## src/hdl/tkns_pkg.sv

```systemverilog
// Shared types, constants and helpers for the top-k nearest neighbor selector.
// No dependencies; imported by the controller, the datapath and the top level.
package tkns_pkg;

    localparam int K_MAX      = 16;
    localparam int INDEX_BITS = 16;
    localparam int LABEL_BITS = 8;
    localparam int DIST_BITS  = 32;
    localparam int RANK_BITS  = 4;
    localparam int CFG_BITS   = 5;
    localparam int K_CNT_BITS = $clog2(K_MAX + 1);
    localparam int K_IDX_BITS = (K_MAX > 1) ? $clog2(K_MAX) : 1;

    localparam logic [CFG_BITS-1:0] K_RESET = CFG_BITS'(16);

    typedef struct packed {
        logic [DIST_BITS-1:0]  key;
        logic [INDEX_BITS-1:0] idx;
        logic [LABEL_BITS-1:0] lab;
        logic                  valid;
    } t_slot;

    localparam t_slot EMPTY_SLOT = '{key: '1, idx: '0, lab: '0, valid: 1'b0};

    // controller -> datapath
    typedef struct packed {
        logic                  insert;  // candidate request accepted
        logic                  emit;    // move list head into output register
        logic                  clear;   // empty the whole list
        logic [K_IDX_BITS-1:0] rank;    // rank of the entry being emitted
        logic                  last;    // entry being emitted is rank k-1
    } t_dp_cmd;

    // datapath -> controller
    typedef struct packed {
        logic out_free;                 // output register can take a result
    } t_dp_status;

    // Clamp programmed k to 1..K_MAX.
    function automatic logic [K_CNT_BITS-1:0] eff_k(input logic [CFG_BITS-1:0] k);
        logic [K_CNT_BITS-1:0] r;
        if (k == '0) begin
            r = K_CNT_BITS'(1);
        end else if (int'(k) > K_MAX) begin
            r = K_CNT_BITS'(K_MAX);
        end else begin
            r = K_CNT_BITS'(k);
        end
        return r;
    endfunction

endpackage

```

## src/hdl/tkns_ctrl.sv

```systemverilog
// Controller of the top-k selector: run/emit state machine and emission counter.
// Depends on tkns_pkg.
module tkns_ctrl (
    input  logic                         i_clk,
    input  logic                         i_rst_n,
    input  logic                         i_in_valid,
    input  logic                         i_last_candidate,
    input  logic [tkns_pkg::K_CNT_BITS-1:0] i_k_eff,
    input  tkns_pkg::t_dp_status         i_status,
    output tkns_pkg::t_dp_cmd            o_cmd,
    output logic                         o_in_stall
);
    import tkns_pkg::*;

    typedef enum logic [1:0] {
        S_RUN  = 2'b01,
        S_EMIT = 2'b10
    } t_state;

    t_state                r_state, n_state;
    logic [K_IDX_BITS-1:0] r_count, n_count;
    logic [K_IDX_BITS-1:0] k_last;

    assign k_last = K_IDX_BITS'(i_k_eff - 1'b1);

    always_comb begin
        n_state    = r_state;
        n_count    = r_count;
        o_cmd      = '0;
        o_cmd.rank = r_count;
        o_cmd.last = (r_count >= k_last);
        o_in_stall = 1'b1;
        case (r_state)
            S_RUN: begin
                o_in_stall   = 1'b0;
                o_cmd.insert = i_in_valid;
                if (i_in_valid && i_last_candidate) begin
                    n_state = S_EMIT;
                    n_count = '0;
                end
            end
            S_EMIT: begin
                if (i_status.out_free) begin
                    o_cmd.emit = 1'b1;
                    n_count    = r_count + 1'b1;
                    if (r_count >= k_last) begin
                        o_cmd.clear = 1'b1;
                        n_state     = S_RUN;
                    end
                end
            end
            default: begin
                n_state = S_RUN;
            end
        endcase
    end

    always_ff @(posedge i_clk) begin
        if (!i_rst_n) begin
            r_state <= S_RUN;
            r_count <= '0;
        end else begin
            r_state <= n_state;
            r_count <= n_count;
        end
    end

endmodule

```

## src/hdl/tkns_datapath.sv

```systemverilog
// Datapath of the top-k selector: sorted slot row with compare-and-shift insert,
// shift-out emission and the result register. Depends on tkns_pkg.
module tkns_datapath (
    input  logic                            i_clk,
    input  logic                            i_rst_n,
    input  tkns_pkg::t_dp_cmd               i_cmd,
    input  logic [tkns_pkg::K_CNT_BITS-1:0] i_k_eff,
    input  logic [tkns_pkg::DIST_BITS-1:0]  i_distance,
    input  logic [tkns_pkg::INDEX_BITS-1:0] i_train_index,
    input  logic [tkns_pkg::LABEL_BITS-1:0] i_class_label,
    input  logic                            i_out_stall,
    output tkns_pkg::t_dp_status            o_status,
    output logic                            o_out_valid,
    output logic [tkns_pkg::RANK_BITS-1:0]  o_rank,
    output logic [tkns_pkg::DIST_BITS-1:0]  o_neighbour_distance,
    output logic [tkns_pkg::INDEX_BITS-1:0] o_neighbour_index,
    output logic [tkns_pkg::LABEL_BITS-1:0] o_neighbour_label,
    output logic                            o_entry_valid,
    output logic                            o_last_result
);
    import tkns_pkg::*;

    t_slot                 r_slots [K_MAX];
    t_slot                 n_slots [K_MAX];
    t_slot                 new_slot;
    logic [K_MAX-1:0]      lt;       // candidate strictly closer than slot
    logic [K_MAX-1:0]      ahead;    // candidate closer than some earlier slot
    logic                  enter;
    logic [K_IDX_BITS-1:0] k_last;

    t_slot                 r_out;
    logic                  r_out_valid;
    logic [RANK_BITS-1:0]  r_rank;
    logic                  r_last;

    assign k_last   = K_IDX_BITS'(i_k_eff - 1'b1);
    assign new_slot = '{key: i_distance, idx: i_train_index, lab: i_class_label,
                        valid: 1'b1};

    always_comb begin
        for (int j = 0; j < K_MAX; j++) begin
            lt[j] = (j < int'(i_k_eff)) && (i_distance < r_slots[j].key);
        end
        ahead[0] = 1'b0;
        for (int j = 1; j < K_MAX; j++) begin
            ahead[j] = ahead[j-1] | lt[j-1];
        end
    end

    assign enter = lt[k_last];

    always_comb begin
        for (int j = 0; j < K_MAX; j++) begin
            n_slots[j] = r_slots[j];
            if (i_cmd.clear) begin
                n_slots[j] = EMPTY_SLOT;
            end else if (i_cmd.emit) begin
                // shift toward the head; tail refills empty
                n_slots[j] = (j == K_MAX - 1) ? EMPTY_SLOT
                                              : r_slots[(j < K_MAX - 1) ? j + 1 : j];
            end else if (i_cmd.insert && enter) begin
                // only slots below k move; the rest stay until the clear
                if (lt[j]) begin
                    n_slots[j] = ahead[j] ? r_slots[(j > 0) ? j - 1 : 0] : new_slot;
                end
            end
        end
    end

    always_ff @(posedge i_clk) begin
        if (!i_rst_n) begin
            for (int j = 0; j < K_MAX; j++) begin
                r_slots[j] <= EMPTY_SLOT;
            end
        end else begin
            for (int j = 0; j < K_MAX; j++) begin
                r_slots[j] <= n_slots[j];
            end
        end
    end

    assign o_status.out_free = !r_out_valid || !i_out_stall;

    always_ff @(posedge i_clk) begin
        if (!i_rst_n) begin
            r_out_valid <= 1'b0;
        end else if (i_cmd.emit) begin
            r_out_valid <= 1'b1;
        end else if (!i_out_stall) begin
            r_out_valid <= 1'b0;
        end
    end

    always_ff @(posedge i_clk) begin
        if (i_cmd.emit) begin
            r_out  <= r_slots[0];
            r_rank <= RANK_BITS'(i_cmd.rank);
            r_last <= i_cmd.last;
        end
    end

    assign o_out_valid          = r_out_valid;
    assign o_rank               = r_rank;
    assign o_neighbour_distance = r_out.key;
    assign o_neighbour_index    = r_out.idx;
    assign o_neighbour_label    = r_out.lab;
    assign o_entry_valid        = r_out.valid;
    assign o_last_result        = r_last;

endmodule

```

## src/hdl/top_k_nearest_selector.sv

```systemverilog
// Top level of the top-k nearest neighbor selector: APB register, controller
// and datapath. Depends on tkns_pkg, tkns_ctrl and tkns_datapath.
//
// Usage:
//  - Input channel (i_in_valid / o_in_stall): while not stalled, one candidate
//    request per cycle (distance, training index, label, last flag). Non-last
//    requests yield no result and go back to back into the sorted slot row.
//  - A request with last_candidate set is inserted too; the block then stalls
//    its input and emits k results, rank 0 first, on the output channel
//    (o_out_valid / i_out_stall), one per cycle while the receiver takes them.
//    After the last request, the controller enters its emit state and the first
//    result is then loaded into the result register. The k results come from
//    the single shift-out path through the result register.
//  - Rank k-1 carries o_last_result. On that step the list is emptied and the
//    input reopens at once, even while that result still waits to be taken.
//  - Output stall freezes the result register and the emission counter.
//  - k_in_use sits at APB address 0 (reset 16; 0 acts as 1, above 16 as 16).
//    Write it only between queries.
//  - Reset (synchronous, active low) empties the list, drops any pending
//    result and restores k to 16.
module top_k_nearest_selector (
    input  logic                            i_clk,
    input  logic                            i_rst_n,
    // APB configuration
    input  logic                            psel,
    input  logic                            penable,
    input  logic                            pwrite,
    input  logic [1:0]                      paddr,
    input  logic [31:0]                     pwdata,
    output logic [31:0]                     prdata,
    output logic                            pready,
    // candidate requests
    input  logic                            i_in_valid,
    output logic                            o_in_stall,
    input  logic [tkns_pkg::DIST_BITS-1:0]  i_distance,
    input  logic [tkns_pkg::INDEX_BITS-1:0] i_train_index,
    input  logic [tkns_pkg::LABEL_BITS-1:0] i_class_label,
    input  logic                            i_last_candidate,
    // neighbor results
    output logic                            o_out_valid,
    input  logic                            i_out_stall,
    output logic [tkns_pkg::RANK_BITS-1:0]  o_rank,
    output logic [tkns_pkg::DIST_BITS-1:0]  o_neighbour_distance,
    output logic [tkns_pkg::INDEX_BITS-1:0] o_neighbour_index,
    output logic [tkns_pkg::LABEL_BITS-1:0] o_neighbour_label,
    output logic                            o_entry_valid,
    output logic                            o_last_result
);
    import tkns_pkg::*;

    logic [CFG_BITS-1:0]   r_k_in_use;
    logic [K_CNT_BITS-1:0] k_eff;
    logic                  cfg_write;
    t_dp_cmd               dp_cmd;
    t_dp_status            dp_status;

    // Single register; every byte address of the window maps onto it.
    assign pready    = 1'b1;
    assign cfg_write = psel && penable && pwrite && pready && (paddr[1:0] <= 2'd3);
    assign prdata    = 32'(r_k_in_use);

    always_ff @(posedge i_clk) begin
        if (!i_rst_n) begin
            r_k_in_use <= K_RESET;
        end else if (cfg_write) begin
            r_k_in_use <= pwdata[CFG_BITS-1:0];
        end
    end

    assign k_eff = eff_k(r_k_in_use);

    tkns_ctrl u_ctrl (
        .i_clk            (i_clk),
        .i_rst_n          (i_rst_n),
        .i_in_valid       (i_in_valid),
        .i_last_candidate (i_last_candidate),
        .i_k_eff          (k_eff),
        .i_status         (dp_status),
        .o_cmd            (dp_cmd),
        .o_in_stall       (o_in_stall)
    );

    tkns_datapath u_datapath (
        .i_clk                (i_clk),
        .i_rst_n              (i_rst_n),
        .i_cmd                (dp_cmd),
        .i_k_eff              (k_eff),
        .i_distance           (i_distance),
        .i_train_index        (i_train_index),
        .i_class_label        (i_class_label),
        .i_out_stall          (i_out_stall),
        .o_status             (dp_status),
        .o_out_valid          (o_out_valid),
        .o_rank               (o_rank),
        .o_neighbour_distance (o_neighbour_distance),
        .o_neighbour_index    (o_neighbour_index),
        .o_neighbour_label    (o_neighbour_label),
        .o_entry_valid        (o_entry_valid),
        .o_last_result        (o_last_result)
    );

`ifndef ASSERT_OFF
    // A query end closes the input for the emission phase.
    a_last_stalls: assert property (@(posedge i_clk) disable iff (!i_rst_n)
        (i_in_valid && !o_in_stall && i_last_candidate) |=> o_in_stall)
        else $error("input not stalled after last candidate");

    // Within one emission, ranks follow one another without gaps.
    a_rank_step: assert property (@(posedge i_clk) disable iff (!i_rst_n)
        (o_out_valid && !i_out_stall && !o_last_result)
        |=> (o_out_valid && (o_rank == RANK_BITS'($past(o_rank) + 1'b1))))
        else $error("emitted rank sequence broken");

    // An emitted slot that is empty must carry the empty-slot payload.
    a_empty_payload: assert property (@(posedge i_clk) disable iff (!i_rst_n)
        (o_out_valid && !o_entry_valid)
        |-> ((o_neighbour_distance == '1) && (o_neighbour_index == '0)
             && (o_neighbour_label == '0)))
        else $error("empty slot emitted with stale payload");
`endif

endmodule
```

## config.mk

```make
export PLATFORM = sky130hd
export DESIGN_NAME = top_k_nearest_selector
export DESIGN_NICKNAME = d
export VERILOG_FILES = /design/src/hdl/tkns_pkg.sv /design/src/hdl/tkns_ctrl.sv /design/src/hdl/tkns_datapath.sv /design/src/hdl/top_k_nearest_selector.sv
export SDC_FILE = /design/constraint.sdc
export NUM_CORES = 2
export LEC_CHECK = 0
export BUFFER_PORTS_ARGS = -buffer_cell sky130_fd_sc_hd__buf_2
export CORE_MARGIN = 2
export CORE_UTILIZATION = 30
export CTS_BUF_LIST = sky130_fd_sc_hd__clkbuf_16
export CTS_CLUSTER_SIZE = 20
export DETAILED_ROUTE_END_ITERATION = 6
export GPL_TIMING_DRIVEN = 0
export PLACE_DENSITY = 0.49
export SYNTH_ARGS = -nofsm -noshare
export SYNTH_HDL_FRONTEND = slang
export SYNTH_SLANG_ARGS = --single-unit
```

## constraint.sdc

```tcl
create_clock -name i_clk -period 11.95 [get_ports i_clk]
set_clock_uncertainty 0.2 [all_clocks]
set_input_delay 3.585 -clock i_clk [delete_from_list [all_inputs] [get_ports i_clk]]
set_output_delay 3.585 -clock i_clk [all_outputs]
set_load 0.005 [all_outputs]
```

==> impl_results.md <==
* Status: finished, violations left
* Failing checks: capacitance limit, slew limit
* Bufs on Longest Clock Path at 3
* Unrepaired setup endpoints after global routing: false
* Final setup fails at 0
* Antenna violations before repair at 22
* Pre-CTS setup slack at 1950 ps
* Detailed Route Iter0 Violations at 5820
* Critical path type: in2reg
* Pin count of the biggest net entering global routing at 50
* Crit path DAT at 10110 ps
* Share of total power in combinational logic at 40.9%
* Post-Route WL at 291 mm
* R2R Setup Slk at 3690 ps
* Total gr overflow at 0
* Synth warnings at 0
* Final HPWL DP at 237 mm
* Post_cts resized at 0
* Layout Utilization at 34.3%
* CP Max Fanout at 23
* # H-tree levels at 3
* First-pass GRT wire length at 413 mm
* Worst-Margin Slew at 1600 ps
* DRC Markers at 0
* Worst Slack Setup Final at 2230 ps
* Most used cell, CP: clkbuf_1
* Min-Delay Path Depth at 0
* Sequential Power Share at 33.5%
* Worst vdd ir at 0.117 mV
* Clock network power share at 25.6%
* Vias per Instance at 5.84
* Switching Fraction at 44.4%
* CTS buffer count at 121
* CP peak stage delay at 1050 ps
* Routed len/inst at 28.2 µm
* Worst hold path class: reg2reg
* CTS Hold Bufs at 0
* Core region area at 0.202 mm²
* Vias at 60200
* Max-slew headroom at -6.57%
* DIE HEIGHT at 455 µm
* Worst R2R End: u_datapath.r_slots[0][102]
* Port Buffers at 137
* Sequential area share after synthesis at 33.3%
* CTS clk-pin slew, worst paths at 60 ps
* TritonCTS clock tree: built
* P_int at 8.40 mW
* Mapped Cells at 7228
* Flops & latches, synth at 986
* Cell Area, Synth at 0.0611 mm²
* GPL Wtd Cong at 0.927
* Slowest CP cell: nor4_1
* Worst R2R Path Depth at 15
* Worst path top cell family by delay: buffers and inverters
* Antenna viol nets, final at 0
* NetSw at 6.72 mW
* Worst-path cell chain: buf_2, ha_1, nand4_1, nor4_1, o211ai_1, a21oi_1, o311ai_0, o221ai_1, o221ai_2, buf_4, nand3_1, clkbuf_1, clkbuf_1, a221oi_1
* Fin crit period at 9720 ps
* Final nets at 8124
* Max_cap viols at 3
* Worst setup SP type: input pin
* Area Overhead vs Synth at 13.6%
* Vias in the first global route at 58500
* Die area at 0.207 mm²
* Share of layout cells above drive strength 1 at 8.58%
* Post-synth EDFFs at 62
* Endpoint class of the critical path: flip-flop
* Site row count at 165
* Root Driver: clkbuf_16
* Bufs and invs on worst path at 4
* Hold Path Sink: u_datapath.o_neighbour_label[7]
* Fin. max-slew vios at 22
* Average size of a mapped cell at 8.45 µm²
* GRT Overall Usage at 27.1%
* Clock Latency Late Sink at 780 ps
* Ys async rst share at 0%
* Synth cell types at 89
* Initial core utilization at 30.2%
* Critical path data required time at 12350 ps
* First drt pass iteration count at 6
* Sink Count at 986
* Post-CTS Setup Bufs at 0
* Reg2reg start: r_k_in_use[3]
* PD cells at 218 mW/mm²
* Ys flop type: dfxtp_1
* Io pins at 195
* Final Hold Vio Count at 0
* Max Fclk at 103 MHz
* Static Leak at 31.3 nW
* Die X at 455 µm
* Hold path startpoint: u_datapath.r_slots[0][8]
* Final worst-path cycle share at 81.3%
[layout make-up]
type | instances | area, µm²
clock buffer | 124 | 3100
timing repair buffer | 145 | 820
clock inverter | 103 | 908
sequential | 986 | 20400
inverter | 534 | 2000
multi-input combinational | 5080 | 36000
fill | 21700 | 133000
tap | 2672 | 3340
buffer | 654 | 2800
antenna | 4 | 10.0
[power by group through the flow]
stage / logic, mW / registers [mW] / clock network (mW)
finish: 6.19 / 5.06 / 3.86
global route: 6.73 / 5.15 / 4.03
CTS: 6.01 / 5.05 / 3.90
detailed placement: 5.97 / 5.11 / 0
global placement: 5.85 / 5.12 / 0
floorplan: 3.88 / 4.75 / 0
[Yosys cell counts (all sizes together), types with 10 or more instances]
master     n  share of area, %
nand4     98               1.0
a221oi   207               3.0
a22o      31              0.44
and2      33              0.34
a2111oi  104               1.5
and4      13              0.19
a211o    142               2.0
o22ai     46              0.47
nand2    515               3.2
o21a      12              0.15
o31ai     21              0.27
a221o     29              0.48
o21ai    625               5.1
a31oi    129               1.4
nand3    155               1.3
nand2b    18              0.18
a211oi   145               1.8
and3      54              0.55
a31o      10              0.14
edfxtp    62               3.0
a21oi    535               4.4
nor2b     16              0.16
a32oi     40              0.57
o221ai    23              0.34
dfxtp    924                30
inv      532               3.3
nor4      18              0.21
a22oi     43              0.53
nor2     403               2.5
mux2i    593               9.7
buf      175               1.6
nor3     117              0.98
a311oi    51              0.73
or3       40              0.41
o211ai    41              0.50
mux2     135               2.5
ha       504                10
clkbuf   479               2.9
a21o      38              0.47
[layout by cell type, fill, tap and decap left out, types with 40 or more instances in the layout]
| cell | n |
|---|---|
| nand2_1 | 515 |
| buf_2 | 239 |
| inv_1 | 551 |
| a2111oi_0 | 103 |
| a22oi_1 | 43 |
| nor2_1 | 401 |
| mux2_2 | 134 |
| a21oi_1 | 533 |
| mux2i_1 | 593 |
| a32oi_1 | 40 |
| clkbuf_1 | 473 |
| o22ai_1 | 46 |
| nor3_1 | 114 |
| nand3_1 | 154 |
| o21ai_0 | 578 |
| nand4_1 | 97 |
| dfxtp_1 | 924 |
| o21ai_1 | 46 |
| a311oi_1 | 51 |
| a211o_1 | 142 |
| buf_4 | 48 |
| a211oi_1 | 143 |
| a31oi_1 | 126 |
| o211ai_1 | 41 |
| ha_1 | 504 |
| a221oi_1 | 207 |
| edfxtp_1 | 62 |
| clkbuf_16 | 124 |
| and3_1 | 54 |
| or3_1 | 40 |
[routing by layer]
layer	vias up	share of wire (%)	GRT usage (%)
li1	27400	-	-
met1	29900	45	36.8
met2	2267	44	43.2
met3	560	5.9	3.09
met4	26	4.9	12.0
met5	-	0.059	0
[worst register-to-register path, cell delays in order, from the launching register on]
cell       delay, ps
dfxtp_1          310
clkbuf_1         370
nor3_1           300
nor2_1            60
nor2_1           830
clkinv_1         860
ha_1             600
buf_1            780
nand3_1          450
a2111oi_0        920
nor4_1           230
o31ai_2          270
nand3_1          740
clkbuf_1         470
clkbuf_1         420
a221oi_1         350
[per-stage QoR]
step                std cells  cell area [µm²]  setup TNS, ps  power (mW)  hold WS (ps)
floorplan                7254            61200              0        8.64           226
global placement        10100            65200         -69590        11.0           248
detailed placement      10100            65300              0        11.1           249
CTS                     10300            69300              0        15.0           265
global route            10300            69400              0        15.9           279
finish                  10300            69400              0        15.1           257
[registers in the layout, indices dropped and copies added, names as in the netlist]
register and flops:
u_datapath.o_neighbour_index 16, u_datapath.r_slots 912, u_datapath.o_entry_valid 1, u_ctrl.r_state 2, u_datapath.o_neighbour_label 8, u_ctrl.r_count 4
r_k_in_use 5, u_datapath.o_last_result 1, u_datapath.o_out_valid 1, u_datapath.o_neighbour_distance 32, u_datapath.o_rank 4
[worst max-delay path by stage]
stage	depth (start not counted)	endpoint	slack, ps	start
after global placement	10	u_datapath.r_slots[0][453]	-1170	i_out_stall
after CTS	14	u_datapath.r_slots[0][99]	2760	i_distance[31]
after floorplan	9	u_datapath.r_slots[0][447]	4250	i_out_stall
after global routing	14	u_datapath.r_slots[0][101]	2330	i_distance[31]
final	14	u_datapath.r_slots[0][102]	2230	i_distance[31]
after detailed placement	14	u_datapath.r_slots[0][102]	1950	i_distance[31]
[logic make-up (layout without fill, tap and decap cells)]
logic type / Yosys count / after routing / share of synthesized area, %
flops: 986 / 986 / 33.3
buf+inv: 1188 / 1560 / 7.85
simple gates: 1495 / 1495 / 11.2
xor+xnor: 1 / 1 / 0.0143
compound gates: 2324 / 2324 / 25.1
mux: 728 / 728 / 12.2
fa+ha+maj: 504 / 504 / 10.3
other cells: 2 / 32 / 0.0123
No activity file was read; power rests on OpenSTA's default activity.
